===== src/rtl/packet_framer_crc16_defines.svh =====
// assertion macros for the packet framer
`ifndef PACKET_FRAMER_CRC16_DEFINES_SVH
`define PACKET_FRAMER_CRC16_DEFINES_SVH

`ifndef SYNTHESIS
`define PFC_ASSERT(lbl, prop, msg) \
  lbl: assert property (@(posedge clk_i) disable iff (!rst_ni) prop) else $error(msg);
`define PFC_ASSERT_ALWAYS(lbl, prop, msg) \
  lbl: assert property (@(posedge clk_i) prop) else $error(msg);
`else
`define PFC_ASSERT(lbl, prop, msg)
`define PFC_ASSERT_ALWAYS(lbl, prop, msg)
`endif

`endif


===== src/rtl/pfc_pkg.sv =====
`timescale 1ns / 1ps

package pfc_pkg;

  localparam logic [15:0] CrcPoly = 16'h1021;
  localparam logic [7:0] LenOverhead = 8'd2;

  localparam logic [7:0] SyncFirstReset = 8'hAA;
  localparam logic [7:0] SyncSecondReset = 8'h55;
  localparam logic [7:0] MaxPayloadReset = 8'd64;
  localparam logic [15:0] CrcSeedReset = 16'hFFFF;

  localparam int unsigned CfgIdxWidth = 2;
  localparam int unsigned CfgDataWidth = 16;

  localparam logic [CfgIdxWidth-1:0] RegSyncFirst = 2'd0;
  localparam logic [CfgIdxWidth-1:0] RegSyncSecond = 2'd1;
  localparam logic [CfgIdxWidth-1:0] RegMaxPayload = 2'd2;
  localparam logic [CfgIdxWidth-1:0] RegCrcSeed = 2'd3;

  localparam logic OpHeader = 1'b0;
  localparam logic OpPayload = 1'b1;

  localparam logic [1:0] StatOk = 2'd0;
  localparam logic [1:0] StatTooLong = 2'd1;
  localparam logic [1:0] StatStray = 2'd2;
  localparam logic [1:0] StatOpen = 2'd3;

  typedef enum logic [2:0] {
    ST_IDLE,
    ST_SYNC2,
    ST_LEN,
    ST_ID,
    ST_SEQ,
    ST_CRC_HI,
    ST_CRC_LO
  } emit_state_e;

  // one byte through the ccitt crc, msb first
  function automatic logic [15:0] crc_feed(input logic [15:0] crc, input logic [7:0] b);
    logic [15:0] c;
    c = crc ^ {b, 8'h00};
    for (int i = 0; i < 8; i++) begin
      if (c[15]) begin
        c = {c[14:0], 1'b0} ^ CrcPoly;
      end else begin
        c = {c[14:0], 1'b0};
      end
    end
    return c;
  endfunction

endpackage


===== src/rtl/packet_framer_crc16.sv =====
`timescale 1ns / 1ps
// channel   direction  handshake                  payload
// in        input      in_valid_i / in_stall_o    op_i, message_id_i, payload_length_i,
//                                                 payload_byte_i
// out       output     out_valid_o / out_stall_i  frame_byte_o, frame_end_o, status_o,
//                                                 next_sequence_o
// cfg       input      cfg_we_i                   cfg_idx_i, cfg_data_i
//
// the emit sequencer gives one byte per cycle unless out_stall_i holds it; a payload or
// error item gives one byte, a header two sync, len, id and seq bytes plus the crc if
// empty, the last payload item the crc; the crc is updated as each covered byte is emitted
// in_stall_o is high while the sequencer runs or the output register is held
// rst_ni clears frame state, sequence counter and registers to defaults; no clearing pass
`include "packet_framer_crc16_defines.svh"

module packet_framer_crc16 (
  input  logic                                clk_i,
  input  logic                                rst_ni,
  input  logic                                cfg_we_i,
  input  logic [pfc_pkg::CfgIdxWidth-1:0]     cfg_idx_i,
  input  logic [pfc_pkg::CfgDataWidth-1:0]    cfg_data_i,
  input  logic                                in_valid_i,
  output logic                                in_stall_o,
  input  logic                                op_i,
  input  logic [7:0]                          message_id_i,
  input  logic [7:0]                          payload_length_i,
  input  logic [7:0]                          payload_byte_i,
  output logic                                out_valid_o,
  input  logic                                out_stall_i,
  output logic [7:0]                          frame_byte_o,
  output logic                                frame_end_o,
  output logic [1:0]                          status_o,
  output logic [7:0]                          next_sequence_o
);

  logic [7:0] sync_first_q, sync_second_q, max_payload_q;
  logic [15:0] crc_seed_q;

  pfc_pkg::emit_state_e state_q, state_d;
  logic [7:0] seq_q, seq_d;
  logic [15:0] crc_q, crc_d;
  logic [7:0] rem_q, rem_d;
  logic open_q, open_d;
  logic [7:0] hdr_id_q, hdr_id_d;
  logic [7:0] hdr_len_q, hdr_len_d;
  logic [7:0] hdr_seq_q, hdr_seq_d;

  logic out_valid_q, out_valid_d;
  logic [7:0] out_byte_q, out_byte_d;
  logic out_end_q, out_end_d;
  logic [1:0] out_status_q, out_status_d;
  logic [7:0] out_nseq_q, out_nseq_d;

  logic adv;
  logic in_accept;

  assign adv = !out_valid_q || !out_stall_i;
  assign in_stall_o = (state_q != pfc_pkg::ST_IDLE) || !adv;
  assign in_accept = in_valid_i && !in_stall_o;

  // config registers
  always_ff @(posedge clk_i or negedge rst_ni) begin
    if (!rst_ni) begin
      sync_first_q <= pfc_pkg::SyncFirstReset;
      sync_second_q <= pfc_pkg::SyncSecondReset;
      max_payload_q <= pfc_pkg::MaxPayloadReset;
      crc_seed_q <= pfc_pkg::CrcSeedReset;
    end else if (cfg_we_i) begin
      unique case (cfg_idx_i)
        pfc_pkg::RegSyncFirst: sync_first_q <= cfg_data_i[7:0];
        pfc_pkg::RegSyncSecond: sync_second_q <= cfg_data_i[7:0];
        pfc_pkg::RegMaxPayload: max_payload_q <= cfg_data_i[7:0];
        pfc_pkg::RegCrcSeed: crc_seed_q <= cfg_data_i;
        default: ;
      endcase
    end
  end

  always_comb begin
    state_d = state_q;
    seq_d = seq_q;
    crc_d = crc_q;
    rem_d = rem_q;
    open_d = open_q;
    hdr_id_d = hdr_id_q;
    hdr_len_d = hdr_len_q;
    hdr_seq_d = hdr_seq_q;
    out_valid_d = out_valid_q && !adv;
    out_byte_d = out_byte_q;
    out_end_d = out_end_q;
    out_status_d = out_status_q;
    if (adv) begin
      unique case (state_q)
        pfc_pkg::ST_IDLE: begin
          if (in_accept) begin
            out_valid_d = 1'b1;
            out_byte_d = 8'h00;
            out_end_d = 1'b1;
            out_status_d = pfc_pkg::StatOk;
            if (op_i == pfc_pkg::OpHeader) begin
              if (open_q) begin
                out_status_d = pfc_pkg::StatOpen;
              end else if (payload_length_i > max_payload_q) begin
                out_status_d = pfc_pkg::StatTooLong;
              end else begin
                out_byte_d = sync_first_q;
                out_end_d = 1'b0;
                seq_d = seq_q + 8'd1;
                crc_d = crc_seed_q;
                rem_d = payload_length_i;
                open_d = 1'b1;
                hdr_id_d = message_id_i;
                hdr_len_d = payload_length_i + pfc_pkg::LenOverhead;
                hdr_seq_d = seq_q;
                state_d = pfc_pkg::ST_SYNC2;
              end
            end else begin
              if (!open_q || rem_q == 8'd0) begin
                out_status_d = pfc_pkg::StatStray;
              end else begin
                out_byte_d = payload_byte_i;
                out_end_d = 1'b0;
                crc_d = pfc_pkg::crc_feed(crc_q, payload_byte_i);
                rem_d = rem_q - 8'd1;
                if (rem_q == 8'd1) begin
                  state_d = pfc_pkg::ST_CRC_HI;
                end
              end
            end
          end
        end
        pfc_pkg::ST_SYNC2: begin
          out_valid_d = 1'b1;
          out_byte_d = sync_second_q;
          out_end_d = 1'b0;
          out_status_d = pfc_pkg::StatOk;
          state_d = pfc_pkg::ST_LEN;
        end
        pfc_pkg::ST_LEN: begin
          out_valid_d = 1'b1;
          out_byte_d = hdr_len_q;
          out_end_d = 1'b0;
          out_status_d = pfc_pkg::StatOk;
          crc_d = pfc_pkg::crc_feed(crc_q, hdr_len_q);
          state_d = pfc_pkg::ST_ID;
        end
        pfc_pkg::ST_ID: begin
          out_valid_d = 1'b1;
          out_byte_d = hdr_id_q;
          out_end_d = 1'b0;
          out_status_d = pfc_pkg::StatOk;
          crc_d = pfc_pkg::crc_feed(crc_q, hdr_id_q);
          state_d = pfc_pkg::ST_SEQ;
        end
        pfc_pkg::ST_SEQ: begin
          out_valid_d = 1'b1;
          out_byte_d = hdr_seq_q;
          out_end_d = 1'b0;
          out_status_d = pfc_pkg::StatOk;
          crc_d = pfc_pkg::crc_feed(crc_q, hdr_seq_q);
          state_d = (rem_q == 8'd0) ? pfc_pkg::ST_CRC_HI : pfc_pkg::ST_IDLE;
        end
        pfc_pkg::ST_CRC_HI: begin
          out_valid_d = 1'b1;
          out_byte_d = crc_q[15:8];
          out_end_d = 1'b0;
          out_status_d = pfc_pkg::StatOk;
          state_d = pfc_pkg::ST_CRC_LO;
        end
        pfc_pkg::ST_CRC_LO: begin
          out_valid_d = 1'b1;
          out_byte_d = crc_q[7:0];
          out_end_d = 1'b1;
          out_status_d = pfc_pkg::StatOk;
          open_d = 1'b0;
          state_d = pfc_pkg::ST_IDLE;
        end
        default: state_d = pfc_pkg::ST_IDLE;
      endcase
    end
    out_nseq_d = (adv && out_valid_d) ? seq_d : out_nseq_q;
  end

  always_ff @(posedge clk_i or negedge rst_ni) begin
    if (!rst_ni) begin
      state_q <= pfc_pkg::ST_IDLE;
      seq_q <= 8'd0;
      crc_q <= 16'd0;
      rem_q <= 8'd0;
      open_q <= 1'b0;
      out_valid_q <= 1'b0;
    end else begin
      state_q <= state_d;
      seq_q <= seq_d;
      crc_q <= crc_d;
      rem_q <= rem_d;
      open_q <= open_d;
      out_valid_q <= out_valid_d;
    end
  end

  // payload registers
  always_ff @(posedge clk_i) begin
    hdr_id_q <= hdr_id_d;
    hdr_len_q <= hdr_len_d;
    hdr_seq_q <= hdr_seq_d;
    out_byte_q <= out_byte_d;
    out_end_q <= out_end_d;
    out_status_q <= out_status_d;
    out_nseq_q <= out_nseq_d;
  end

  assign out_valid_o = out_valid_q;
  assign frame_byte_o = out_byte_q;
  assign frame_end_o = out_end_q;
  assign status_o = out_status_q;
  assign next_sequence_o = out_nseq_q;

  `PFC_ASSERT(a_busy_stalls, (state_q != pfc_pkg::ST_IDLE) |-> in_stall_o, "input taken mid-frame")
  `PFC_ASSERT(a_closed_empty, !open_q |-> (rem_q == 8'd0), "closed frame with bytes left")
  `PFC_ASSERT(a_crc_ready, (state_q == pfc_pkg::ST_CRC_HI) |-> (open_q && rem_q == 8'd0), "crc out of order")
  `PFC_ASSERT(a_end_closes, (out_valid_q && out_end_q && out_status_q == pfc_pkg::StatOk) |-> !open_q, "frame left open after crc")
  `PFC_ASSERT_ALWAYS(a_reset_idle, !rst_ni |-> (!out_valid_q && state_q == pfc_pkg::ST_IDLE), "not idle in reset")

endmodule


===== config.mk =====
export PLATFORM = sky130hd
export DESIGN_NAME = packet_framer_crc16
export DESIGN_NICKNAME = d
export VERILOG_FILES = /design/src/rtl/pfc_pkg.sv /design/src/rtl/packet_framer_crc16.sv
export VERILOG_INCLUDE_DIRS = /design/src /design/src/rtl
export SDC_FILE = /design/constraint.sdc
export NUM_CORES = 1
export LEC_CHECK = 0
export BUFFER_PORTS_ARGS = -buffer_cell sky130_fd_sc_hd__buf_4
export CAP_MARGIN = 10
export CORE_ASPECT_RATIO = 1.4
export CORE_UTILIZATION = 53
export DETAILED_ROUTE_END_ITERATION = 10
export PLACE_DENSITY = 0.71
export SETUP_SLACK_MARGIN = 0.02
export SYNTH_ARGS = -nofsm -noshare
export SYNTH_HDL_FRONTEND = slang
export SYNTH_SLANG_ARGS = --single-unit

===== constraint.sdc =====
create_clock -name clk_i -period 6.3 [get_ports clk_i]
set_input_delay 0.945 -clock clk_i [delete_from_list [all_inputs] [get_ports clk_i]]
set_output_delay 0.945 -clock clk_i [all_outputs]
set_load 0.05 [all_outputs]

# Word-level counts from Yosys, hierarchy flattened
# Cells that the tools add are included.
[totals] reg_bits=120 input_bits=48 output_inout_bits=21 elab_cells=272
[classes] add_sub_neg=3 n_lt_le_gt_ge=1 eq_ne=19 muxes=159 n_bitwise=39 n_reduce_logical=34
[op_table] cell="$mux W16" count=82
[op_table] cell="$mux W13" count=32
[op_table] cell="$mux W8" count=15
[op_table] cell="$not A3 Y3" count=32
[op_table] cell="$pmux W16 S4" count=1
[op_table] cell="$xor A16 B16 Y16" count=4
[op_table] cell="$pmux W8 S7" count=1
[op_table] cell="$reduce_and A6 Y1" count=4
[op_table] cell="$mux W3" count=7
[op_table] cell="$pmux W3 S6" count=1
[op_table] cell="$mux W1" count=12
[op_table] cell="$ne A3 B3 Y1 const B" count=4
[op_table] cell="$ne A2 B2 Y1 const B" count=5
[op_table] cell="$eq A3 B3 Y1 const B" count=3
[op_table] cell="$reduce_and A3 Y1" count=3
[op_table] cell="$add A8 B1 Y8 const B" count=1
[op_table] cell="$add A8 B2 Y8 const B" count=1
[op_table] cell="$eq A8 B1 Y1 const B" count=1
[op_table] cell="$gt A8 B8 Y1" count=1
[op_table] cell="$logic_not A8 Y1" count=1
[op_table] cell="$mux W2" count=4
[op_table] cell="$reduce_and A2 Y1" count=4
[op_table] cell="$sub A8 B1 Y8 const B" count=1
[op_table] cell="$reduce_bool A7 Y1" count=1
[op_table] cell="other kinds (19)" count=34

# Logic depth before layout (Yosys ltp)
[depth] ltp_word=57 ltp_mapped=9 depth_no_buf=8

# Least setup slack after synthesis
# Ideal clock, no wire load.
[synth_timing] kind="input-to-reg" startpoint="in payload_length_i[7]" endpoint="reg out_nseq_q[1] (netlist: next_sequence_o[1]) (data pin)" setup_time_ns=0.263 arrival_ns=3.346 required_time_ns=6.037 path_slack_ns=2.691 stages=6 path_buffers=0 cell_sequence="ha_1 -> nand4_1 -> nor2_2 -> a21oi_2 -> nor4b_4 -> mux2_2"
[synth_between] elab_chain_len=7
[synth_rtl] element="start, declared" line="packet_framer_crc16.sv:26" text="input logic [7:0] payload_length_i,"
[synth_rtl] element="$gt A8 B8 Y1" line="packet_framer_crc16.sv:103" text="end else if (payload_length_i > max_payload_q) begin"
[synth_rtl] element="$mux W8" line="packet_framer_crc16.sv:103"
[synth_rtl] element="$mux W8" line="packet_framer_crc16.sv:101" text="if (open_q) begin"
[synth_rtl] element="$mux W8" line="packet_framer_crc16.sv:100" text="if (op_i == pfc_pkg::OpHeader) begin"
[synth_rtl] element="$mux W8" line="packet_framer_crc16.sv:95" text="if (in_accept) begin"
[synth_rtl] element="$mux W8" line="packet_framer_crc16.sv:93" text="unique case (state_q)"
[synth_rtl] element="$mux W8" line="packet_framer_crc16.sv:92" text="if (adv) begin"
[synth_rtl] element="named net seq_d[1]" line="packet_framer_crc16.sv:40" text="logic [7:0] seq_q, seq_d;"
[synth_rtl] element="end signal, assigned" line="packet_framer_crc16.sv:210" text="out_nseq_q <= out_nseq_d;"
[synth_rtl] element="end, declared" line="packet_framer_crc16.sv:52" text="logic [7:0] out_nseq_q, out_nseq_d;"
# The timed path passes the listed nets, and every way through them passes these cells.
# A chain may end at the register's enable or synchronous reset.

# Worst setup path in the final report
[layout_timing] startpoint="in payload_length_i[1]" endpoint="reg crc_q[8]"
[layout_between] elab_chain_len=3
[layout_rtl] element="$gt A8 B8 Y1" line="packet_framer_crc16.sv:103"
[layout_rtl] element="$ne A3 B3 Y1 (no source line)"
[layout_rtl] element="$reduce_and A6 Y1 (no source line)"
[layout_rtl] element="end signal, assigned" line="packet_framer_crc16.sv:195" text="crc_q <= crc_d;"
[layout_rtl] element="end, declared" line="packet_framer_crc16.sv:41" text="logic [15:0] crc_q, crc_d;"
# No other way between the ends.

==> impl_results.md <==
- Status: completed
- Unrepaired setup endpoints after global routing: no
- CTS tree: yes
- Final Cycle Share: 54.30%
- Antenna violations before repair: 0
- Layout area overhead: 16.81%
- Lkg Pwr: 3.260 nW
- Core Area: 12810 um2
- Area contributors post-synth: dfrtp_1 (19%), edfxtp_1 (19%), mux2_2 (9.5%)
- Switching Fraction: 43.04%
- DR iter-0 viols: 412
- Sequential-to-total area share from yosys stat: 46.70%
- Grt total ovfl: 0
- Yosys warns: 0
- Largest area contributor in the netlist: dfrtp_1
- Clock sink count: 120
- Via count: 5394
- Post-CTS sizing: 0
- Antenna-violating nets left: 0
- Number of setup buffers added after CTS: 0
- Initial Util: 54.30%
- Final Cell Area: 8128 um2
- Reg power frac: 29.6%
- Placed Instances: 819
- Worst-Skew Late Latency: 430 ps
- R2r setup slk: 3020 ps
- Final Hold Fails: 0
- Worst hold slack: 476.1 ps
- Most frequent cells in the layout: buf_4 (74), mux2_2 (59), xnor2_1 (55)
- Cells on worst reg2reg path: 7
- Max Freq: 0.2923 GHz
- Max H-tree Level: 4
- DP Wirelength: 13880 um
- Slowest stage delay, CP: 1080 ps
- Layout cells sized above 1: 29.94%
- CP startpoint kind: input port
- Synth Instances: 626
- HP Class: reg -> reg
- Hold_sp: seq_q[7]$_DFF_PN0_
- Worst-margin pin slew: 1256 ps
- PwrDens: 553.8 nW/um2
- Clock Skew: 7.632 ps
- Full die area: 13600 um2
- Rel. slew slack: 15.97%
- Library cells used by synthesis: 72
- Kind of critical path: in -> reg
- CTS clk-pin slew, worst paths: 60 ps
- Tot Pwr: 4.501 mW
- Comb pwr share: 49.8%
- Peak supply drop: 0.3043 mV
- Most used flip-flop cell after synthesis: dfrtp_1
- Commonest non-fill, non-tap cell in the layout: buf_4
- Net Sw Power: 1.937 mW
- Post-DP Area: 7565 um2
- Setup ws final: 2879 ps
- First-pass GRT wire length: 29730 um
- Die W: 98.84 um
- Final Setup Violations: 0
- Register bit total from synthesis: 120
- Row cnt: 49
- Max_cap viols: 0
- Post-synth EDFFs: 43
- DR pass1 iterations: 5
- CTS buffer count: 17
- Largest net degree at the start of global routing: 78
- Crit. End Element: register
- Cell Area, Synth: 6958 um2
- Clock Tree Root: clkbuf_16
- Cts hold-fix bufs: 0
- IO Pins: 69
- Wire per inst: 22.52 um
- Post-synthesis net count: 686
- Worst EP required: 6610 ps
- Number of global-route vias before repair: 5365
- Async set-reset flop share out of synthesis: 64.17%
- Fin. max-slew vios: 0
- Cells along the critical path: buf_4, ha_1, nor2b_1, o211ai_1, a211oi_4, nor2_1, o41ai_4, mux2_2
- GP Congestion: 0.9374
- Reg-to-Reg Start: max_payload_q[6]$_DFFE_PN1P_
- Post-layout min period: 3421 ps
- Worst R2R End: crc_q[8]$_DFFE_PN0P_
- Max clock buf depth: 2
- Hold endpoint: hdr_seq_q[7]$_DFFE_PP_
- Die H: 137.6 um
- DP Worst Slack: 2489 ps
- Clock share of power: 20.6%
- CP max stage cell: o41ai_4
- Worst Hold Depth: 0
- Layout Utilization: 63.43%
- Buffers added on ports: 68
- Setup TNS: 0 ps
- Ant diodes: 0
- Tot GR Track Use: 29.55%
- Mean Syn Cell Area: 11.11 um2
- CP Data Arrival Time: 3730 ps
- Crit-path max FO: 16
- Int Pwr: 2.564 mW
- NumNets Final: 745
- Share of the synthesized area in the top cell type: 18.70%
- Final std cells w/o fill: 851
- Vias per cell: 6.338
- Total wire length: 19170 um
- Post-route DRC violation count: 0
## worst max path at each step
stage	end	from	slack, ps	cells after the start
finish	crc_q[8]$_DFFE_PN0P_	payload_length_i[1]	2880	8
global route	crc_q[8]$_DFFE_PN0P_	payload_length_i[7]	2810	8
CTS	crc_q[8]$_DFFE_PN0P_	payload_length_i[1]	2930	8
detailed placement	crc_q[4]$_DFFE_PN0P_	payload_length_i[1]	2490	8
global placement	crc_q[5]$_DFFE_PN0P_	payload_length_i[1]	2560	8
floorplan	next_sequence_o[1]$_DFFE_PP_	payload_length_i[7]	2690	6
## power by group through the flow
stage	sequential [mW]	clock, mW	combinational [mW]
global placement	1.32	0	2.18
floorplan	1.42	0	1.57
finish	1.33	0.929	2.24
global route	1.35	0.973	2.40
CTS	1.32	0.939	2.22
detailed placement	1.33	0	2.21
## cells in the mapped netlist (5+ instances only)
library cell  number
a221oi_1           8
dfstp_2           25
o211ai_1           6
nand3_1           14
xor2_1            28
a21oi_1           31
nand2_1           40
buf_1              6
a22oi_1           13
xnor2_1           55
ha_1              12
mux2i_1            8
clkbuf_1          18
a221o_1            5
dfrtp_1           52
mux2_2            59
inv_1             20
a31oi_1            6
edfxtp_1          43
nor2_1            29
nor3_1            10
a22o_1             6
and3_1             8
o221ai_1           5
o21ai_0           21
o22ai_1           12
buf_2              6
nand4_1            7
nor4_1             5
## cells by family (layout without fill, tap and decap cells)
kind of cell	after synthesis	in the layout	share of synthesized area (%)
DFF	120	120	46.70
and+or+nand+nor	144	144	10.92
muxes	69	69	11.02
AOI/OAI and AO/OA	142	142	15.05
xor gates and xnor gates	84	84	10.84
adders and majority gates	12	12	2.158
buffers and inverters	55	127	3.308
## worst max-delay path, delay by kind of cell
| family | cells | cell delay (ps) |
|---|---|---|
| buffers and inverters | 1 | 150 |
| multiplexers | 1 | 430 |
| AO/OA/AOI/OAI | 3 | 1630 |
| adder cells (fa/ha/maj) | 1 | 290 |
| AND/OR/NAND/NOR | 2 | 270 |
## state kept, by name, indices dropped and copies added, names as in the netlist, 2 cells and up
| signal | count |
|---|---|
| state_q | 3 |
| seq_q | 8 |
| next_sequence_o | 8 |
| hdr_seq_q | 8 |
| sync_second_q | 8 |
| sync_first_q | 8 |
| crc_seed_q | 16 |
| rem_q | 8 |
| frame_byte_o | 8 |
| crc_q | 16 |
| max_payload_q | 8 |
| hdr_len_q | 8 |
| hdr_id_q | 8 |
| status_o | 2 |
## final cells by class
type / instances / area (um2)
inverter: 21 / 78.83
fill: 1015 / 4686
timing repair buffer: 74 / 555.5
tap: 153 / 191.4
clock inverter: 13 / 120.1
multi-input combinational: 451 / 3490
clock buffer: 19 / 442.9
sequential: 120 / 3249
## metal layers
layer	vias up	global-route usage [%]	part of all wire [%]
met5	-	0	0
met4	0	13.02	3.5
met3	61	5.327	4.4
met2	239	51.98	52
met1	2652	35.43	40
li1	2442	-	-
Power figures use the tool's default switching activity.
